`src/hw/rtl/fiv_pkg.sv`:
```
// Shared constants, codes and the byte-wide CRC-32 update for the firmware image validator.
// No dependencies; every other file of the block imports this package.
package fiv_pkg;

  localparam int COUNT_BITS_DEF = 24;
  localparam int HEADER_BYTES   = 32;

  localparam int BYTE_W     = 8;
  localparam int WORD_W     = 32;
  localparam int LEN_W      = 24;
  localparam int VERDICT_W  = 2;
  localparam int CFG_IDX_W  = 8;
  localparam int CFG_DATA_W = 32;

  // Header layout.
  localparam int MAGIC_LEN = 6;
  localparam int SUM_FIRST = 6;
  localparam int CRC_FIRST = 10;
  localparam int VER_FIRST = 28;

  localparam logic [BYTE_W-1:0] MAGIC_WORD [MAGIC_LEN] =
    '{8'h44, 8'h49, 8'h47, 8'h49, 8'h55, 8'h4D};

  localparam logic [WORD_W-1:0] CRC_POLY = 32'hEDB8_8320;
  localparam logic [WORD_W-1:0] CRC_SEED = 32'hFFFF_FFFF;

  localparam logic [LEN_W-1:0] SIZE_LIMIT_RST = 24'd1507360;

  // Configuration register indexes.
  localparam logic [CFG_IDX_W-1:0] CFG_EXP_VERSION = 8'd0;
  localparam logic [CFG_IDX_W-1:0] CFG_SIZE_LIMIT  = 8'd1;

  // Verdict codes.
  localparam logic [VERDICT_W-1:0] VERDICT_ACCEPTED  = 2'd0;
  localparam logic [VERDICT_W-1:0] VERDICT_INVALID   = 2'd1;
  localparam logic [VERDICT_W-1:0] VERDICT_VERSION   = 2'd2;
  localparam logic [VERDICT_W-1:0] VERDICT_TOO_LARGE = 2'd3;

  // Reflected CRC-32 over one byte; the eight shifts collapse into an XOR matrix.
  function automatic logic [WORD_W-1:0] crc32_byte(input logic [WORD_W-1:0] crc,
                                                   input logic [BYTE_W-1:0] b);
    logic [WORD_W-1:0] c;
    c = crc ^ {{(WORD_W-BYTE_W){1'b0}}, b};
    for (int k = 0; k < BYTE_W; k++) begin
      c = (c >> 1) ^ (c[0] ? CRC_POLY : '0);
    end
    return c;
  endfunction

endpackage

```
`src/hw/rtl/fiv_channels_if.sv`:
```
// Valid/ready channel interfaces of the firmware image validator: image bytes in,
// verdicts out, and the configuration write channel. Depends on fiv_pkg.
interface fiv_in_if import fiv_pkg::*; ();
  logic              valid;
  logic              ready;
  logic [BYTE_W-1:0] image_byte;
  logic              final_byte;

  modport source (output valid, output image_byte, output final_byte, input ready);
  modport sink   (input valid, input image_byte, input final_byte, output ready);
endinterface

interface fiv_out_if import fiv_pkg::*; ();
  logic                 valid;
  logic                 ready;
  logic [VERDICT_W-1:0] verdict;
  logic [WORD_W-1:0]    computed_crc;
  logic [WORD_W-1:0]    header_version;
  logic [LEN_W-1:0]     image_length;

  modport source (output valid, output verdict, output computed_crc,
                  output header_version, output image_length, input ready);
  modport sink   (input valid, input verdict, input computed_crc,
                  input header_version, input image_length, output ready);
endinterface

interface fiv_cfg_if import fiv_pkg::*; ();
  logic                  valid;
  logic                  ready;
  logic [CFG_IDX_W-1:0]  idx;
  logic [CFG_DATA_W-1:0] wdata;

  modport source (output valid, output idx, output wdata, input ready);
  modport sink   (input valid, input idx, input wdata, output ready);
endinterface

```
`src/hw/rtl/firmware_image_validator.sv`:
```
// Firmware image validator: one image byte per cycle, one verdict per image.
// The result is registered and appears in the cycle after the final byte's transaction.
// One byte per cycle unless stalled; the byte-wide CRC update and the header checks
// fit between the image state registers and the result register.
// in_ch.ready drops only while a result waits in the output register unclaimed.
// Reset (rst_n low, sync) clears image state, out_valid_r; presets config registers.
module firmware_image_validator import fiv_pkg::*; #(
  parameter int COUNT_BITS = COUNT_BITS_DEF
) (
  input  logic      clk,
  input  logic      rst_n,
  fiv_cfg_if.sink   cfg_ch,
  fiv_in_if.sink    in_ch,
  fiv_out_if.source out_ch
);

  localparam int CMP_W = (COUNT_BITS > LEN_W) ? COUNT_BITS : LEN_W;

  // Configuration registers.
  logic [WORD_W-1:0] exp_version_r;
  logic [LEN_W-1:0]  size_limit_r;

  // Per-image state.
  logic [WORD_W-1:0]     crc_r,     crc_nxt;
  logic [COUNT_BITS-1:0] count_r,   count_nxt;
  logic                  magic_r,   magic_nxt;
  logic [WORD_W-1:0]     sum_r,     sum_nxt;
  logic [WORD_W-1:0]     version_r, version_nxt;

  // Output register.
  logic                 out_valid_r;
  logic [VERDICT_W-1:0] verdict_r,  verdict_nxt;
  logic [WORD_W-1:0]    out_crc_r,  out_crc_nxt;
  logic [WORD_W-1:0]    out_ver_r;
  logic [LEN_W-1:0]     out_len_r;

  logic                  in_acc;
  logic [WORD_W-1:0]     crc_upd;
  logic [COUNT_BITS-1:0] count_inc;
  logic                  magic_upd;
  logic [WORD_W-1:0]     sum_upd;
  logic [WORD_W-1:0]     version_upd;
  logic [1:0]            sum_lane;
  logic [1:0]            ver_lane;

  assign cfg_ch.ready = 1'b1;
  assign in_ch.ready  = !out_valid_r || out_ch.ready;
  assign in_acc       = in_ch.valid && in_ch.ready;

  always_ff @(posedge clk) begin
    if (!rst_n) begin
      exp_version_r <= '0;
      size_limit_r  <= SIZE_LIMIT_RST;
    end else if (cfg_ch.valid) begin
      unique case (cfg_ch.idx)
        CFG_EXP_VERSION: exp_version_r <= cfg_ch.wdata;
        CFG_SIZE_LIMIT:  size_limit_r  <= cfg_ch.wdata[LEN_W-1:0];
        default: ;
      endcase
    end
  end

  assign sum_lane = 2'(count_r - COUNT_BITS'(SUM_FIRST));
  assign ver_lane = 2'(count_r - COUNT_BITS'(VER_FIRST));

  // Header capture and CRC update for the byte at offset count_r.
  always_comb begin
    magic_upd   = magic_r;
    sum_upd     = sum_r;
    version_upd = version_r;
    crc_upd     = crc_r;
    if (count_r < COUNT_BITS'(MAGIC_LEN)) begin
      if (in_ch.image_byte != MAGIC_WORD[count_r[2:0]]) begin
        magic_upd = 1'b0;
      end
    end else if (count_r < COUNT_BITS'(CRC_FIRST)) begin
      sum_upd[sum_lane*BYTE_W +: BYTE_W] = in_ch.image_byte;
    end
    if (count_r >= COUNT_BITS'(VER_FIRST) && count_r < COUNT_BITS'(HEADER_BYTES)) begin
      version_upd[ver_lane*BYTE_W +: BYTE_W] = in_ch.image_byte;
    end
    if (count_r >= COUNT_BITS'(CRC_FIRST)) begin
      crc_upd = crc32_byte(crc_r, in_ch.image_byte);
    end
    count_inc = (count_r == '1) ? count_r : count_r + 1'b1;
  end

  // The verdict is formed from the updated state, with the final byte included.
  always_comb begin
    out_crc_nxt = ~crc_upd;
    if (count_inc < COUNT_BITS'(HEADER_BYTES) || !magic_upd || sum_upd != out_crc_nxt) begin
      verdict_nxt = VERDICT_INVALID;
    end else if (version_upd != exp_version_r) begin
      verdict_nxt = VERDICT_VERSION;
    end else if (CMP_W'(count_inc) > CMP_W'(size_limit_r)) begin
      verdict_nxt = VERDICT_TOO_LARGE;
    end else begin
      verdict_nxt = VERDICT_ACCEPTED;
    end
  end

  always_comb begin
    crc_nxt     = crc_r;
    count_nxt   = count_r;
    magic_nxt   = magic_r;
    sum_nxt     = sum_r;
    version_nxt = version_r;
    if (in_acc) begin
      if (in_ch.final_byte) begin
        crc_nxt     = CRC_SEED;
        count_nxt   = '0;
        magic_nxt   = 1'b1;
        sum_nxt     = '0;
        version_nxt = '0;
      end else begin
        crc_nxt     = crc_upd;
        count_nxt   = count_inc;
        magic_nxt   = magic_upd;
        sum_nxt     = sum_upd;
        version_nxt = version_upd;
      end
    end
  end

  always_ff @(posedge clk) begin
    if (!rst_n) begin
      crc_r     <= CRC_SEED;
      count_r   <= '0;
      magic_r   <= 1'b1;
      sum_r     <= '0;
      version_r <= '0;
    end else begin
      crc_r     <= crc_nxt;
      count_r   <= count_nxt;
      magic_r   <= magic_nxt;
      sum_r     <= sum_nxt;
      version_r <= version_nxt;
    end
  end

  always_ff @(posedge clk) begin
    if (!rst_n) begin
      out_valid_r <= 1'b0;
    end else if (in_acc && in_ch.final_byte) begin
      out_valid_r <= 1'b1;
    end else if (out_ch.ready) begin
      out_valid_r <= 1'b0;
    end
  end

  always_ff @(posedge clk) begin
    if (in_acc && in_ch.final_byte) begin
      verdict_r <= verdict_nxt;
      out_crc_r <= out_crc_nxt;
      out_ver_r <= version_upd;
      out_len_r <= LEN_W'(count_inc);
    end
  end

  assign out_ch.valid          = out_valid_r;
  assign out_ch.verdict        = verdict_r;
  assign out_ch.computed_crc   = out_crc_r;
  assign out_ch.header_version = out_ver_r;
  assign out_ch.image_length   = out_len_r;

  // A byte that does not end the image never produces a result.
  a_no_result_mid_image: assert property (@(posedge clk) disable iff (!rst_n)
    in_acc && !in_ch.final_byte |=> !out_valid_r)
    else $error("result raised for a byte that was not final");

  // The final byte returns the image state to its starting values.
  a_state_cleared: assert property (@(posedge clk) disable iff (!rst_n)
    in_acc && in_ch.final_byte |=> count_r == '0 && magic_r && crc_r == CRC_SEED)
    else $error("image state not cleared after final byte");

  // Mid-image the byte count stays nonzero.
  a_count_advances: assert property (@(posedge clk) disable iff (!rst_n)
    in_acc && !in_ch.final_byte |=> count_r != '0)
    else $error("byte count did not advance");

  // An image that ends before offset 10 reports a zero CRC and an invalid verdict.
  a_short_crc: assert property (@(posedge clk) disable iff (!rst_n)
    in_acc && in_ch.final_byte && count_r < COUNT_BITS'(CRC_FIRST)
    |=> out_crc_r == '0 && verdict_r == VERDICT_INVALID)
    else $error("short image gave nonzero CRC or a non-invalid verdict");

endmodule
```
`src/flat_wrapper.sv`:
```
// flat-port wrapper written by rule: the top's interface ports become plain ports
module firmware_image_validator_flat import fiv_pkg::*;
#(
  parameter int COUNT_BITS = COUNT_BITS_DEF
)
  (clk, rst_n, cfg_ch_valid, cfg_ch_idx, cfg_ch_wdata, cfg_ch_ready, in_ch_valid, in_ch_image_byte, in_ch_final_byte, in_ch_ready, out_ch_valid, out_ch_verdict, out_ch_computed_crc, out_ch_header_version, out_ch_image_length, out_ch_ready);
  fiv_cfg_if cfg_ch_i ();
  fiv_in_if in_ch_i ();
  fiv_out_if out_ch_i ();
  input  logic clk;
  input  logic rst_n;
  input wire logic [$bits(cfg_ch_i.valid)-1:0] cfg_ch_valid;
  input wire logic [$bits(cfg_ch_i.idx)-1:0] cfg_ch_idx;
  input wire logic [$bits(cfg_ch_i.wdata)-1:0] cfg_ch_wdata;
  output wire logic [$bits(cfg_ch_i.ready)-1:0] cfg_ch_ready;
  input wire logic [$bits(in_ch_i.valid)-1:0] in_ch_valid;
  input wire logic [$bits(in_ch_i.image_byte)-1:0] in_ch_image_byte;
  input wire logic [$bits(in_ch_i.final_byte)-1:0] in_ch_final_byte;
  output wire logic [$bits(in_ch_i.ready)-1:0] in_ch_ready;
  output wire logic [$bits(out_ch_i.valid)-1:0] out_ch_valid;
  output wire logic [$bits(out_ch_i.verdict)-1:0] out_ch_verdict;
  output wire logic [$bits(out_ch_i.computed_crc)-1:0] out_ch_computed_crc;
  output wire logic [$bits(out_ch_i.header_version)-1:0] out_ch_header_version;
  output wire logic [$bits(out_ch_i.image_length)-1:0] out_ch_image_length;
  input wire logic [$bits(out_ch_i.ready)-1:0] out_ch_ready;
  assign cfg_ch_i.valid = cfg_ch_valid;
  assign cfg_ch_i.idx = cfg_ch_idx;
  assign cfg_ch_i.wdata = cfg_ch_wdata;
  assign cfg_ch_ready = cfg_ch_i.ready;
  assign in_ch_i.valid = in_ch_valid;
  assign in_ch_i.image_byte = in_ch_image_byte;
  assign in_ch_i.final_byte = in_ch_final_byte;
  assign in_ch_ready = in_ch_i.ready;
  assign out_ch_valid = out_ch_i.valid;
  assign out_ch_verdict = out_ch_i.verdict;
  assign out_ch_computed_crc = out_ch_i.computed_crc;
  assign out_ch_header_version = out_ch_i.header_version;
  assign out_ch_image_length = out_ch_i.image_length;
  assign out_ch_i.ready = out_ch_ready;
  firmware_image_validator #(.COUNT_BITS(COUNT_BITS)) u_core (.clk(clk), .rst_n(rst_n), .cfg_ch(cfg_ch_i), .in_ch(in_ch_i), .out_ch(out_ch_i));
endmodule
```
`config.mk`:
```
export PLATFORM = sky130hd
export DESIGN_NAME = firmware_image_validator_flat
export DESIGN_NICKNAME = d
export VERILOG_FILES = /design/src/hw/rtl/fiv_pkg.sv /design/src/hw/rtl/fiv_channels_if.sv /design/src/hw/rtl/firmware_image_validator.sv /design/src/flat_wrapper.sv
export SDC_FILE = /design/constraint.sdc
export NUM_CORES = 1
export LEC_CHECK = 0
export BUFFER_PORTS_ARGS = -buffer_cell sky130_fd_sc_hd__buf_4
export CAP_MARGIN = 20
export CORE_AREA = 3 3 160 162
export CTS_CLUSTER_DIAMETER = 120
export DETAILED_ROUTE_END_ITERATION = 16
export DIE_AREA = 0 0 163 165
export PLACE_DENSITY = 0.88
export SKIP_CTS_REPAIR_TIMING = 1
export SLEW_MARGIN = 20
export SYNTH_ARGS = -nofsm -noshare
export SYNTH_HDL_FRONTEND = slang
export SYNTH_SLANG_ARGS = --single-unit
```
`constraint.sdc`:
```
create_clock -name clk -period 5.3 [get_ports clk]
set_clock_uncertainty 0.05 [all_clocks]
set_input_delay 1.06 -clock clk [delete_from_list [all_inputs] [get_ports clk]]
set_output_delay 1.06 -clock clk [all_outputs]
set_load 0.05 [all_outputs]
```
==> impl_metrics.yaml <==
run_status:
  status: "finished clean"
critical_path:
  worstPathMaxFanout: 12
  worstSetupEndpointType: "flip-flop"
  critPathSlowestCell: "or4_1"
  critical_path_arrival_ns: 4.98
  cp_top_family: "compound AO/OA/AOI/OAI gates"
  rr_worst_depth: 15
  required_ns: 5.63
  r2r_setup_slack_ns: 0.65
  path_cells: "ha_1 -> nand4_1 -> or4_1 -> o21ai_0 -> xor2_1 -> inv_1 -> ha_1 -> a21o_1 -> a21o_1 -> a21oi_1 -> a2111oi_0 -> a211oi_1 -> o21ai_0 -> nand2_1 -> a211oi_1"
  path_buf_inv: 1
  critPathMaxStageDelay_ns: 0.82
  worstSetupStartpointType: "flip-flop"
  worstSetupPathDepth: 15
  crit_type: "flip-flop to flip-flop"
  crit_start: "u_core.count_r[1]"
  endpoint: "u_core.out_ch.verdict[1]"
  r2r_start: "u_core.count_r[1]"
  r2r-end: "u_core.out_ch.verdict[1]"
drt:
  drtAntennaViolNets: 0
  drtIter0Drc: 1348
  drt_first_pass_iters: 6
  wl_per_cell_um: 21.5
  vias: 12100
  vias_per_cell: 6.15
  routed_wl_mm: 42.5
  drc_errors: 0
logic_synthesis:
  async_reset_ff_frac: 0
  syn_area_um2: 14500
  syn-mean-instance-area_um2: 9.42
  synth_flop_cell: "dfxtp_1"
  synthDominantCellAreaShare: 0.246
  yosys.area.top_type: "dfxtp_1"
  yosys.cell_types.count: 81
  synth-edff-count: 90
  synth_cells: 1538
  ys_ff_latch: 268
  syn-num-nets: 1620
  ys.warnings.count: 0
  synth_area_leaders: "dfxtp_1 25%, edfxtp_1 19%, xnor2_1 5.9%"
  seq_area_frac_synth: 0.433
sta:
  timing.final.crit_share: 0.877
  slew_violations: 0
  worst_slew_pin_slew_ns: 1.05
  post-route-min-period_ns: 4.65
  setup_violations: 0
  setup_slack_ns: 0.650
  fmax_mhz: 215
  rsz0062_at_grt: "no"
  setup_tns_ns: 0
  hold_viol_final: 0
  relSlewSlack: 0.303
cts:
  cts_buffer_depth: 3
  h-tree-depth: 1
  cts_tree: "done"
  clock_sinks: 268
  clockRootBuffer: "clkbuf_16"
  clk_latency_ns: 0.55
  cts_buffers: 28
  clkTransAtPathRegs_ns: 0.06
floorplanning:
  core_um2: 24200
  die-area_um2: 26900
  dieHeight_um: 165
  ioPinCount: 147
  placementRows: 57
  start_util: 0.597
  die_w_um: 163
cells_and_area:
  syn2layout_area_growth_pct: 15.3
  multi_input_area_um2: 7580
  drive_above_1_share: 0.150
  insertedDiodeCount: 0
  stdcell_count: 1974
  ff_latch_area_um2: 6270
  layout.nets: 1710
  fill_cells: 1915
placed_design:
  port_buffers: 145
  gp_congestion: 0.971
  dp_hpwl_mm: 30.9
  pre_cts_ws_ns: 0.717
  placed_cells: 1922
global_route:
  antenna_found_initial: 0
  grt_pass1_vias: 11600
  grt_max_degree: 80
  gr-total-overflow: 0
  grt_pass1_wl_mm: 65.8
  grt_usage: 0.313
power:
  power_mw: 4.95
  power.density_nw_per_um2: 296
  ir_drop_mv: 0.223
  power_leakage_nw: 5.99
worst_hold_path:
  hold_path.class: "flip-flop to flip-flop"
  min_from: "u_core.size_limit_r[7]"
  min_path_cells: 2
run:
  cap_violations: 0
synthesized netlist by cell type (all sizes together), types with 8 or more instances:
master / count
nand2: 223
dfxtp: 178
xnor2: 105
clkbuf: 93
edfxtp: 90
nor2b: 84
a22oi: 76
o21ai: 60
a21boi: 59
inv: 57
mux2i: 50
o211ai: 42
xor2: 35
nor2: 32
a21oi: 31
ha: 28
nand4: 27
nor4: 24
and2: 23
nand3: 23
nor3: 23
and3: 20
buf: 18
nand2b: 10
or3: 10
and4: 9
a32oi: 8
worst register-to-register path, cell delays in order, from the launching register on:
cell       delay, ns
dfxtp_1         0.50
ha_1            0.32
nand4_1         0.27
or4_1           0.82
o21ai_0         0.36
xor2_1          0.24
inv_1           0.09
ha_1            0.31
a21o_1          0.12
a21o_1          0.10
a21oi_1         0.06
a2111oi_0       0.55
a211oi_1        0.10
o21ai_0         0.30
nand2_1         0.09
a211oi_1        0.19
placed cells by master (no fill, tap or decap), types with 4 or more instances in the layout:
| master | instances |
|---|---|
| a21boi_0 | 59 |
| a32oi_1 | 8 |
| clkbuf_1 | 6 |
| mux2i_1 | 50 |
| bufinv_16 | 4 |
| a31oi_1 | 5 |
| or3_1 | 10 |
| o21ai_0 | 56 |
| o21a_1 | 5 |
| buf_4 | 171 |
| clkinv_2 | 6 |
| a22oi_1 | 76 |
| and2_1 | 23 |
| xnor3_1 | 7 |
| xnor2_2 | 7 |
| o21ai_1 | 4 |
| nor4_1 | 19 |
| nand2_1 | 222 |
| edfxtp_1 | 90 |
| dfxtp_1 | 178 |
| nand4_1 | 27 |
| o31ai_1 | 7 |
| nor2b_1 | 84 |
| nand3_1 | 23 |
| a21oi_1 | 31 |
| nor3_1 | 21 |
| nor2_1 | 30 |
| o2111ai_1 | 6 |
| xnor2_1 | 98 |
| or4_1 | 7 |
| nor3b_1 | 5 |
| and4_1 | 9 |
| clkbuf_16 | 29 |
| o211ai_1 | 42 |
| inv_1 | 56 |
| and3_1 | 20 |
| xor2_1 | 32 |
| ha_1 | 28 |
| nand2b_1 | 10 |
routing by layer:
metal	up-vias	wire length, µm	global-route usage
li1	5658	-	-
met1	5838	17800	0.426
met2	544	20300	0.521
met3	101	2960	0.0369
met4	0	1430	0.105
met5	-	0	0
report_power, final:
part	switching (mW)	leakage, nW	internal, mW
clock	0.829	0.468	1.23
combinational	0.424	3.22	0.270
sequential	0.0330	2.30	2.17
total	1.29	5.99	3.67
cell families after synthesis:
family | after synthesis | synth area share
AO/OA/AOI/OAI | 337 | 0.163
other | 1 | 0.000259
adder cells (fa/ha/maj) | 29 | 0.0249
flip-flops | 268 | 0.433
buffers and inverters | 168 | 0.0459
multiplexers | 53 | 0.0369
XOR/XNOR | 149 | 0.105
AND/OR/NAND/NOR | 533 | 0.191
flip-flops by register name, summed over array words and instances (netlist names), 32 cells and up:
register / count
u_core.sum_r: 32
u_core.exp_version_r: 32
u_core.out_ch.computed_crc: 32
u_core.version_r: 32
u_core.out_ch.header_version: 32
u_core.crc_r: 32
through the flow:
step,util,hold WS (ns),cell area [µm²]
final,0.689,0.415,16700
after global routing,0.689,0.430,16700
after CTS,0.689,0.417,16700
after detailed placement,0.650,0.404,15800
after global placement,0.650,0.402,15800
after floorplan,-,0.384,14500
cell type report:
type,count,area share
timing repair buffer,171,0.0768
clock buffer,38,0.0469
sequential,268,0.375
tap,324,0.0243
inverter,57,0.0129
clock inverter,14,0.0103
multi-input combinational,1102,0.454
how the worst min path moves through the flow:
stage	endpoint	slack, ns
finish	u_core.size_limit_r[7]	0.42
global route	u_core.size_limit_r[9]	0.43
CTS	u_core.size_limit_r[7]	0.42
detailed placement	u_core.magic_r	0.40
global placement	u_core.size_limit_r[9]	0.40
floorplan	u_core.magic_r	0.38
No activity file was read; power rests on OpenSTA's default activity.
